### config.mk
export PLATFORM = sky130hd
export DESIGN_NAME = arm_servo_angle_mapper
export DESIGN_NICKNAME = d
export VERILOG_FILES = /design/src/rtl/asm_pkg.sv /design/src/rtl/asm_front.sv /design/src/rtl/asm_queue.sv /design/src/rtl/asm_back.sv /design/src/rtl/arm_servo_angle_mapper.sv
export SDC_FILE = /design/constraint.sdc
export NUM_CORES = 1
export LEC_CHECK = 0
export BUFFER_PORTS_ARGS = -buffer_cell sky130_fd_sc_hd__clkbuf_2
export CAP_MARGIN = 20
export CORE_MARGIN = 1
export CORE_UTILIZATION = 40
export CTS_BUF_LIST = sky130_fd_sc_hd__clkbuf_16
export CTS_CLUSTER_SIZE = 16
export DETAILED_ROUTE_END_ITERATION = 10
export GPL_TIMING_DRIVEN = 1
export PLACE_DENSITY_LB_ADDON = 0.15
export SLEW_MARGIN = 20
export SYNTH_ARGS = -nofsm -noshare
export SYNTH_HDL_FRONTEND = slang
export SYNTH_HIERARCHICAL = 1
export SYNTH_SLANG_ARGS = --single-unit
### constraint.sdc
create_clock -name clk_i -period 7.6 [get_ports clk_i]
set_input_delay 1.14 -clock clk_i [delete_from_list [all_inputs] [get_ports clk_i]]
set_output_delay 1.14 -clock clk_i [all_outputs]
set_load 0.005 [all_outputs]
### src/rtl/asm_pkg.sv
// ----------------------------------------------------------------------------
// Arm servo angle mapper package
// Queue word type, joint limits and small joint mapping functions.
// ----------------------------------------------------------------------------
package asm_pkg;

  localparam logic [11:0] GripKnee      = 12'd1947;
  localparam logic [6:0]  GripMax       = 7'd50;
  // 46 * ceil(2^27 / 2148): exact floor(d * 46 / 2148) for d up to 2148
  localparam logic [21:0] GripRecip     = 22'd2874310;
  localparam int          GripShift     = 27;
  // 23 * ceil(2^16 / 34): exact floor(t * 115 / 170) for t up to 170
  localparam logic [15:0] PitchRecip    = 16'd44344;
  localparam logic [13:0] TiltOffset    = 14'd1440;

  localparam logic [7:0]  JointMin      = 8'd5;
  localparam logic [7:0]  WideMax       = 8'd175;
  localparam logic [7:0]  WideDeadLo    = 8'd86;
  localparam logic [7:0]  WideDeadHi    = 8'd93;
  localparam logic [7:0]  WideCentre    = 8'd90;
  localparam logic [7:0]  ShoulderMax   = 8'd85;
  localparam logic [7:0]  ShoulderDeadLo = 8'd42;
  localparam logic [7:0]  ShoulderDeadHi = 8'd48;
  localparam logic [6:0]  ShoulderCentre = 7'd45;
  localparam logic [6:0]  ElbowMin      = 7'd5;
  localparam logic [6:0]  ElbowMax      = 7'd120;
  localparam logic [6:0]  ElbowWindow   = 7'd7;
  localparam logic [6:0]  ElbowCentre   = 7'd45;

  typedef struct packed {
    logic [5:0] gripper;
    logic [7:0] wide;      // waist in mode 0, wrist roll in mode 1
    logic [7:0] pitch;     // live wrist pitch
    logic [6:0] shoulder;  // live shoulder
    logic [6:0] elbow_sh;  // elbow mapped from live shoulder
    logic [6:0] elbow_wp;  // elbow mapped from live wrist pitch, unwindowed
    logic       mode;
  } asm_item_t;

  function automatic logic [7:0] wide_joint(input logic neg, input logic [8:0] v);
    logic [7:0] r;
    if (neg || v < {1'b0, JointMin}) r = JointMin;
    else if (v > {1'b0, WideMax}) r = WideMax;
    else r = v[7:0];
    if (r >= WideDeadLo && r <= WideDeadHi) r = WideCentre;
    return r;
  endfunction

  function automatic logic [6:0] shoulder_joint(input logic neg, input logic [7:0] v);
    logic [7:0] r;
    if (neg || v < JointMin) r = JointMin;
    else if (v > ShoulderMax) r = ShoulderMax;
    else r = v;
    if (r >= ShoulderDeadLo && r <= ShoulderDeadHi) r = {1'b0, ShoulderCentre};
    return r[6:0];
  endfunction

  // 120 - floor((s - 5) * 115 / 80), and 115 / 80 = 23 / 16
  function automatic logic [6:0] elbow_from_shoulder(input logic [6:0] s);
    logic [6:0]  t;
    logic [10:0] p;
    t = s - ElbowMin;
    p = 11'(t) * 11'd23;
    return ElbowMax - p[10:4];
  endfunction

endpackage

### src/rtl/asm_front.sv
// ----------------------------------------------------------------------------
// Arm servo angle mapper front end
// Maps one sensor word into live joint candidates for the queue.
// ----------------------------------------------------------------------------
module asm_front (
  input  logic [11:0]       stick_raw_i,
  input  logic [12:0]       pitch_q4_i,
  input  logic [12:0]       roll_q4_i,
  input  logic              hold_mode_i,
  output asm_pkg::asm_item_t item_o
);
  import asm_pkg::*;

  logic [11:0] grip_d;
  logic [33:0] grip_prod;
  logic [6:0]  grip_q;
  logic [6:0]  grip_val;
  logic [13:0] pitch_n;
  logic [13:0] roll_n;
  logic [7:0]  pitch_live;
  logic [6:0]  shoulder_cand;
  logic [7:0]  wp_t;
  logic [23:0] wp_prod;

  assign grip_d    = (stick_raw_i > GripKnee) ? (stick_raw_i - GripKnee) : 12'd0;
  assign grip_prod = 34'(grip_d) * 34'(GripRecip);
  assign grip_q    = grip_prod[33:GripShift];
  assign grip_val  = GripMax - grip_q;

  // negative sums truncate toward zero, then clamp to the joint floor
  assign pitch_n = {pitch_q4_i[12], pitch_q4_i} + TiltOffset;
  assign roll_n  = {roll_q4_i[12], roll_q4_i} + TiltOffset;

  assign pitch_live    = wide_joint(roll_n[13], roll_n[12:4]);
  assign shoulder_cand = shoulder_joint(roll_n[13], roll_n[12:5]);

  assign wp_t    = pitch_live - JointMin;
  assign wp_prod = 24'(wp_t) * 24'(PitchRecip);

  always_comb begin
    item_o          = '0;
    item_o.gripper  = grip_val[5:0];
    item_o.wide     = wide_joint(pitch_n[13], pitch_n[12:4]);
    item_o.pitch    = pitch_live;
    item_o.shoulder = shoulder_cand;
    item_o.elbow_sh = elbow_from_shoulder(shoulder_cand);
    item_o.elbow_wp = ElbowMin + wp_prod[22:16];
    item_o.mode     = hold_mode_i;
  end

endmodule

### src/rtl/asm_queue.sv
// ----------------------------------------------------------------------------
// Arm servo angle mapper queue
// Two-entry word queue between the front end and the hold logic.
// ----------------------------------------------------------------------------
module asm_queue (
  input  logic               clk_i,
  input  logic               rst_ni,
  input  logic               push_i,
  input  asm_pkg::asm_item_t wdata_i,
  output logic               full_o,
  input  logic               pop_i,
  output logic               valid_o,
  output asm_pkg::asm_item_t rdata_o
);
  import asm_pkg::*;

  asm_item_t   mem_q [2];
  logic        wr_ptr_q, wr_ptr_d;
  logic        rd_ptr_q, rd_ptr_d;
  logic [1:0]  count_q, count_d;

  assign full_o  = (count_q == 2'd2);
  assign valid_o = (count_q != 2'd0);
  assign rdata_o = mem_q[rd_ptr_q];

  always_comb begin
    wr_ptr_d = wr_ptr_q ^ push_i;
    rd_ptr_d = rd_ptr_q ^ pop_i;
    count_d  = count_q + {1'b0, push_i} - {1'b0, pop_i};
  end

  always_ff @(posedge clk_i or negedge rst_ni) begin
    if (!rst_ni) begin
      wr_ptr_q <= 1'b0;
      rd_ptr_q <= 1'b0;
      count_q  <= 2'd0;
    end else begin
      wr_ptr_q <= wr_ptr_d;
      rd_ptr_q <= rd_ptr_d;
      count_q  <= count_d;
    end
  end

  always_ff @(posedge clk_i) begin
    if (push_i) begin
      mem_q[wr_ptr_q] <= wdata_i;
    end
  end

endmodule

### src/rtl/asm_back.sv
// ----------------------------------------------------------------------------
// Arm servo angle mapper back end
// Applies mode holds and the elbow window, drives the output register.
// ----------------------------------------------------------------------------
module asm_back (
  input  logic               clk_i,
  input  logic               rst_ni,
  input  logic               q_valid_i,
  input  asm_pkg::asm_item_t q_item_i,
  output logic               q_pop_o,
  output logic               out_valid_o,
  input  logic               out_stall_i,
  output logic [5:0]         gripper_angle_o,
  output logic [7:0]         waist_angle_o,
  output logic [6:0]         shoulder_angle_o,
  output logic [6:0]         elbow_angle_o,
  output logic [7:0]         wrist_roll_angle_o,
  output logic [7:0]         wrist_pitch_angle_o
);
  import asm_pkg::*;

  logic       out_valid_q, out_valid_d;
  logic [5:0] gripper_q;
  logic [7:0] waist_q, waist_d;
  logic [6:0] shoulder_q, shoulder_d;
  logic [6:0] elbow_q, elbow_d;
  logic [7:0] wroll_q, wroll_d;
  logic [7:0] wpitch_q, wpitch_d;

  logic [7:0] waist_held_q, waist_keep;
  logic [6:0] shoulder_held_q, shoulder_keep;
  logic [7:0] wroll_held_q, wroll_keep;
  logic [7:0] wpitch_held_q, wpitch_keep;
  logic [6:0] centre_q, centre;
  logic [7:0] last_waist_q;
  logic [6:0] last_shoulder_q;
  logic [7:0] last_wroll_q;
  logic [7:0] last_wpitch_q;
  logic       last_mode_q;

  logic       rise, fall, take;
  logic [6:0] lo, hi;

  assign take        = q_valid_i && (!out_valid_q || !out_stall_i);
  assign q_pop_o     = take;
  assign out_valid_d = take || (out_valid_q && out_stall_i);

  assign rise = !last_mode_q && q_item_i.mode;
  assign fall = last_mode_q && !q_item_i.mode;

  // a mode edge latches the previous outputs as the new holds
  assign waist_keep    = rise ? last_waist_q : waist_held_q;
  assign shoulder_keep = rise ? last_shoulder_q : shoulder_held_q;
  assign centre        = rise ? elbow_from_shoulder(last_shoulder_q) : centre_q;
  assign wroll_keep    = fall ? last_wroll_q : wroll_held_q;
  assign wpitch_keep   = fall ? last_wpitch_q : wpitch_held_q;

  assign lo = (centre < ElbowMin + ElbowWindow) ? ElbowMin : centre - ElbowWindow;
  assign hi = (centre > ElbowMax - ElbowWindow) ? ElbowMax : centre + ElbowWindow;

  always_comb begin
    if (!q_item_i.mode) begin
      waist_d    = q_item_i.wide;
      shoulder_d = q_item_i.shoulder;
      elbow_d    = q_item_i.elbow_sh;
      wroll_d    = wroll_keep;
      wpitch_d   = wpitch_keep;
    end else begin
      waist_d    = waist_keep;
      shoulder_d = shoulder_keep;
      wroll_d    = q_item_i.wide;
      wpitch_d   = q_item_i.pitch;
      if (q_item_i.elbow_wp < lo) elbow_d = lo;
      else if (q_item_i.elbow_wp > hi) elbow_d = hi;
      else elbow_d = q_item_i.elbow_wp;
    end
  end

  always_ff @(posedge clk_i or negedge rst_ni) begin
    if (!rst_ni) begin
      out_valid_q     <= 1'b0;
      waist_held_q    <= WideCentre;
      shoulder_held_q <= ShoulderCentre;
      wroll_held_q    <= WideCentre;
      wpitch_held_q   <= WideCentre;
      centre_q        <= ElbowCentre;
      last_waist_q    <= WideCentre;
      last_shoulder_q <= ShoulderCentre;
      last_wroll_q    <= WideCentre;
      last_wpitch_q   <= WideCentre;
      last_mode_q     <= 1'b0;
    end else begin
      out_valid_q <= out_valid_d;
      if (take) begin
        waist_held_q    <= waist_keep;
        shoulder_held_q <= shoulder_keep;
        wroll_held_q    <= wroll_keep;
        wpitch_held_q   <= wpitch_keep;
        centre_q        <= centre;
        last_waist_q    <= waist_d;
        last_shoulder_q <= shoulder_d;
        last_wroll_q    <= wroll_d;
        last_wpitch_q   <= wpitch_d;
        last_mode_q     <= q_item_i.mode;
      end
    end
  end

  always_ff @(posedge clk_i) begin
    if (take) begin
      gripper_q  <= q_item_i.gripper;
      waist_q    <= waist_d;
      shoulder_q <= shoulder_d;
      elbow_q    <= elbow_d;
      wroll_q    <= wroll_d;
      wpitch_q   <= wpitch_d;
    end
  end

  assign out_valid_o         = out_valid_q;
  assign gripper_angle_o     = gripper_q;
  assign waist_angle_o       = waist_q;
  assign shoulder_angle_o    = shoulder_q;
  assign elbow_angle_o       = elbow_q;
  assign wrist_roll_angle_o  = wroll_q;
  assign wrist_pitch_angle_o = wpitch_q;

endmodule

### src/rtl/arm_servo_angle_mapper.sv
// An accepted word is queued, then registered at the outputs when the back end takes it.
// One word per cycle if out_stall_i is low; the 2-entry queue lets either side stall alone.
// Input stalls only when the queue holds two words behind a stalled output word.
// Reset (rst_ni low, asynchronous) empties the queue, drops the output word and
// returns holds to waist 90, shoulder 45, wrists 90, elbow centre 45, mode 0.
// ----------------------------------------------------------------------------
// Arm servo angle mapper
// Maps stick, pitch and roll readings to six servo angles with mode holds.
// ----------------------------------------------------------------------------
module arm_servo_angle_mapper (
  input  logic        clk_i,
  input  logic        rst_ni,
  input  logic        in_valid_i,
  output logic        in_stall_o,
  input  logic [11:0] stick_raw_i,
  input  logic [12:0] pitch_q4_i,
  input  logic [12:0] roll_q4_i,
  input  logic        hold_mode_i,
  output logic        out_valid_o,
  input  logic        out_stall_i,
  output logic [5:0]  gripper_angle_o,
  output logic [7:0]  waist_angle_o,
  output logic [6:0]  shoulder_angle_o,
  output logic [6:0]  elbow_angle_o,
  output logic [7:0]  wrist_roll_angle_o,
  output logic [7:0]  wrist_pitch_angle_o
);
  import asm_pkg::*;

  asm_item_t front_item;
  asm_item_t q_item;
  logic      q_full;
  logic      q_valid;
  logic      q_pop;
  logic      push;

  assign push       = in_valid_i && !q_full;
  assign in_stall_o = q_full;

  asm_front u_front (
    .stick_raw_i (stick_raw_i),
    .pitch_q4_i  (pitch_q4_i),
    .roll_q4_i   (roll_q4_i),
    .hold_mode_i (hold_mode_i),
    .item_o      (front_item)
  );

  asm_queue u_queue (
    .clk_i   (clk_i),
    .rst_ni  (rst_ni),
    .push_i  (push),
    .wdata_i (front_item),
    .full_o  (q_full),
    .pop_i   (q_pop),
    .valid_o (q_valid),
    .rdata_o (q_item)
  );

  asm_back u_back (
    .clk_i               (clk_i),
    .rst_ni              (rst_ni),
    .q_valid_i           (q_valid),
    .q_item_i            (q_item),
    .q_pop_o             (q_pop),
    .out_valid_o         (out_valid_o),
    .out_stall_i         (out_stall_i),
    .gripper_angle_o     (gripper_angle_o),
    .waist_angle_o       (waist_angle_o),
    .shoulder_angle_o    (shoulder_angle_o),
    .elbow_angle_o       (elbow_angle_o),
    .wrist_roll_angle_o  (wrist_roll_angle_o),
    .wrist_pitch_angle_o (wrist_pitch_angle_o)
  );

endmodule

==> results.md <==
- The core outline area is 45770 um^2.
- The flip-flop and latch count after synthesis is 207.
- The net count of the finished layout is 2449.
- The worst setup path is launched from an input pin.
- The required arrival time at the worst endpoint is 7.86 ns.
- The via count of the first global-routing pass came to 13560.
- The wire length the detailed router placed on met1 is 19720 um.
- The master of the slowest instance on the critical path is sky130_fd_sc_hd__fa_1.
- During I/O placement, the number of pins put on the boundary was 89.
- After clock tree synthesis, the clock-pin slew on the worst setup and hold paths is 0.06 ns.
- TritonCTS built the clock tree.
- The portion of the clock cycle consumed by the worst path in the final layout is 0.9924.
- The type of the tightest min-delay check is reg2reg.
- For this block, the routed nets add up to 40760 um of wire.
- The synthesized netlist occupies a cell area of 18740 um^2.
- The number of buffers inserted for hold repair after clock tree synthesis is 0.
- The fill cell total of the finished layout is 4175.
- Across the whole layout, storage elements account for 5888 um^2.
- After synthesis, the cell types taking the most area are sky130_fd_sc_hd__edfxtp_1 21%, sky130_fd_sc_hd__fa_1 14%, sky130_fd_sc_hd__ha_1 14%.
- The critical path is of the in2reg type.
- Of the cells placed in the final design, the portion with a size suffix greater than 1 is 0.3381.
- The area share of the largest cell type after synthesis is 0.2115.
- Setup repair after global routing could not meet its margin everywhere.
- The critical path's top delay family is adder cells.
- The post-synthesis instance total is 1724.
- The final global-route overflow total is 0.
- The number of nets handed over by synthesis was 2108.
- For the worst-skew pair, the clock arrives at the later sink with an insertion delay of 0.53 ns.
- In this run the cell area measured after placement is 21860 um^2.
- STA puts the critical path data arrival time at 7.80 ns.
- The effective utilization at floorplan is 0.4094.
- The violation count after the first detailed-route iteration is 530.
- The worst path buffer plus inverter count is 8.
- Input and output buffers added on the ports amount to 80.
- Clock tree synthesis found a total of 207 sinks.
- The post-layout minimum cycle time is 7.542 ns.
- Setup violations remaining at the end of the flow were counted as 0.
- The HPWL after detailed placement is 32550 um.
- The detail route stage leaves a number of antenna-violating nets equal to 0.
- For this run, asynchronously set or reset flops after synthesis account for 0.3623.
- In this run the mean area of a mapped cell was 10.87 um^2.
- The count of H-tree levels built during CTS is 1.
- The final design instance area without fill is 23240 um^2.
- The cell type with the highest aggregate area in the netlist is sky130_fd_sc_hd__edfxtp_1.
- The primary flip-flop cell chosen by synthesis mapping is sky130_fd_sc_hd__edfxtp_1.
- In this run the worst path has a maximum fanout of 5.
- The run finished with clean final reports.
- The pin count of the biggest net entering global routing is 76.
- The number of endpoints with negative hold slack in the final report is 0.
- The multi-input combinational cells in the finished layout cover a total of 12310 um^2.
- For this run, the register share of the synthesized area comes to 0.3141.
- The routed design uses 1020 um of met3 wire.
- The peak per-stage delay on the critical path is 0.55 ns.
- Compared with the post-synthesis result, the final layout area differs by 24.01%.
- The weighted congestion reported at the end of routability-driven placement is 0.8609.
- The floorplan step set the die width to 218.4 um.
- The number of max-cap violations is 0.
- Across all layers, the routed design uses 13320 vias.
- The cell depth of the worst min-delay path is 2.
- The die is 218.4 um tall.
- For the final database, setup skew stands at 0.01947 ns.
- For this run, the top clock speed supported by timing is 132.6 MHz.
- The distinct cell type count after synthesis is 100.
- The wire length of the first global-routing pass is 66880 um.
- The total of warnings raised by yosys is 6.
- The initial antenna violation count is 0.
- For the pin with the worst max-slew slack, the measured transition is 0.9641 ns.
- The max-slew violation count came to 0.
- The worst relative slew slack is 0.3573.
- The count of antenna diodes in the layout is 0.
- The floorplan step defined a die boundary enclosing 47710 um^2.
- In this run, CTS created clock tree buffers numbering 23.
- The vias per cell is 4.967.
- The first TritonRoute pass finished after 5 iterations.
- The wire length per cell is 15.20 um.
- The count of flip-flops with a built-in enable after synthesis is 132.
- The critical path runs through a total of 34 cells.
- The global-route usage over all layers is 0.1717.
- The worst register-to-register path has a depth of 31.
- The post-detailed-route DRC marker count is 0.
- The cell sitting at the root of the clock tree is a sky130_fd_sc_hd__clkbuf_16.
- The number of buffers on the longest clock path is 3.
- The highest signal layer in the routed design is met4.
- The count of standard-cell rows is 78.
- Detailed routing placed a total of 19570 um of wire on met2.
- The kind of end point of the critical path is a flop.
-- synthesized netlist by cell type, drive strengths merged, types with 18 or more instances --
cell    count
a21o       18
a21oi      66
buf        26
clkbuf     19
dfrtp      39
dfstp      36
edfxtp    132
fa        133
ha        208
inv       270
mux2      105
mux2i      41
nand2      98
nand2b     23
nand3      26
nor2       81
nor3       21
o21ai      66
xnor2      51
xor2       38
-- cell type report --
class	instances	area share
clock inverter	19	0.004954
clock buffer	23	0.02477
tap	600	0.03231
sequential	207	0.2534
multi-input combinational	1202	0.5297
inverter	270	0.04378
timing repair buffer	361	0.1111
-- registers in the layout, summed over array words and instances, names as in the netlist, 2 cells and up --
signal / cells
u_back/gripper_angle_o: 6
u_back/waist_held_q: 8
u_back/last_wpitch_q: 8
u_back/last_shoulder_q: 7
u_back/wroll_held_q: 8
u_back/last_waist_q: 8
u_back/elbow_angle_o: 7
u_back/wrist_roll_angle_o: 8
u_back/wpitch_held_q: 8
u_back/wrist_pitch_angle_o: 8
u_queue/count_q: 2
u_back/last_wroll_q: 8
u_back/shoulder_held_q: 7
u_back/shoulder_angle_o: 7
u_back/centre_q: 7
u_back/waist_angle_o: 8
u_queue/mem_q: 88
-- layer usage --
metal	vias up	GRT usage
li1	6610	-
met4	0	0.02704
met3	28	0.01280
met1	6536	0.2417
met2	147	0.2923
met5	-	0
-- per-stage QoR --
step           hold slack [ns]  cells  setup TNS (ns)    util  setup WS (ns)
3_3_place_gp            0.4605   2620          -7.983  0.4775        -0.5532
4_1_cts                 0.4715   2668               0  0.4966       0.002416
2_1_floorplan           0.4442   1724          -1.865       -        -0.4346
6_report                0.4678   2682               0  0.5077        0.05780
3_5_place_dp            0.4630   2620          -10.74  0.4775        -0.7340
5_1_grt                 0.5010   2682          -1.324  0.5077        -0.1845
-- worst min-delay path, cell delays in order, from the launching register on --
cell,delay (ns)
sky130_fd_sc_hd__dfstp_2,0.37
sky130_fd_sc_hd__nand2_1,0.05
sky130_fd_sc_hd__nand2_1,0.04
-- final timing paths --
check                                           from                 endpoint  slack [ns]
max in group asynchronous                     rst_ni         u_queue/rd_ptr_q        6.18
min in group asynchronous                     rst_ni       u_back/out_valid_o        0.73
hold reg to reg                   u_back/centre_q[2]       u_back/centre_q[2]        0.47
setup / recovery                        roll_q4_i[5]      u_queue/mem_q[0][7]        0.06
setup reg to reg           u_back/last_shoulder_q[0]  u_back/elbow_angle_o[4]        0.25
hold / removal                    u_back/centre_q[2]       u_back/centre_q[2]        0.47
-- cell usage in the layout, fill, tap and decap left out, types with 7 or more instances in the layout --
master                      instances
sky130_fd_sc_hd__ha_1             190
sky130_fd_sc_hd__clkinv_2           9
sky130_fd_sc_hd__edfxtp_1         132
sky130_fd_sc_hd__clkbuf_2          77
sky130_fd_sc_hd__a21oi_2           15
sky130_fd_sc_hd__and3_1            10
sky130_fd_sc_hd__a21o_1            18
sky130_fd_sc_hd__buf_4            276
sky130_fd_sc_hd__mux2i_1           39
sky130_fd_sc_hd__o21a_1             7
sky130_fd_sc_hd__nor3_1            15
sky130_fd_sc_hd__dfstp_2           36
sky130_fd_sc_hd__o211ai_1           7
sky130_fd_sc_hd__mux2_4            40
sky130_fd_sc_hd__o21ai_0           57
sky130_fd_sc_hd__or2_2             12
sky130_fd_sc_hd__mux2_2            65
sky130_fd_sc_hd__and2_1            12
sky130_fd_sc_hd__ha_4              12
sky130_fd_sc_hd__a21oi_1           48
sky130_fd_sc_hd__xnor2_1           44
sky130_fd_sc_hd__clkbuf_16         23
sky130_fd_sc_hd__or3_1              8
sky130_fd_sc_hd__nor2_1            73
sky130_fd_sc_hd__nor2b_1           11
sky130_fd_sc_hd__xor2_2             8
sky130_fd_sc_hd__nand3_1           24
sky130_fd_sc_hd__xor2_1            28
sky130_fd_sc_hd__a31oi_1           10
sky130_fd_sc_hd__fa_1             129
sky130_fd_sc_hd__nand2b_1          20
sky130_fd_sc_hd__nand2_1           92
sky130_fd_sc_hd__inv_1            266
sky130_fd_sc_hd__dfrtp_1           37
-- repair_timing --
action | 4_1_cts | 5_1_grt
buffers inserted | 6 | 14
pin swaps | 7 | 35
setup endpoints to repair | 11 | 25
gates resized for setup | 22 | 78
-- kinds of logic after synthesis --
| family | after synthesis | synth area share |
|---|---|---|
| simple gates | 359 | 0.09903 |
| fa+ha+maj | 341 | 0.2810 |
| buf+inv | 315 | 0.06911 |
| compound gates | 265 | 0.09849 |
| flops | 207 | 0.3141 |
| mux | 146 | 0.09302 |
| xor+xnor | 91 | 0.04527 |
Power is left out: the tool's default activity adds up to more than one toggle a clock period on the data nets, which glitch-free logic cannot reach.
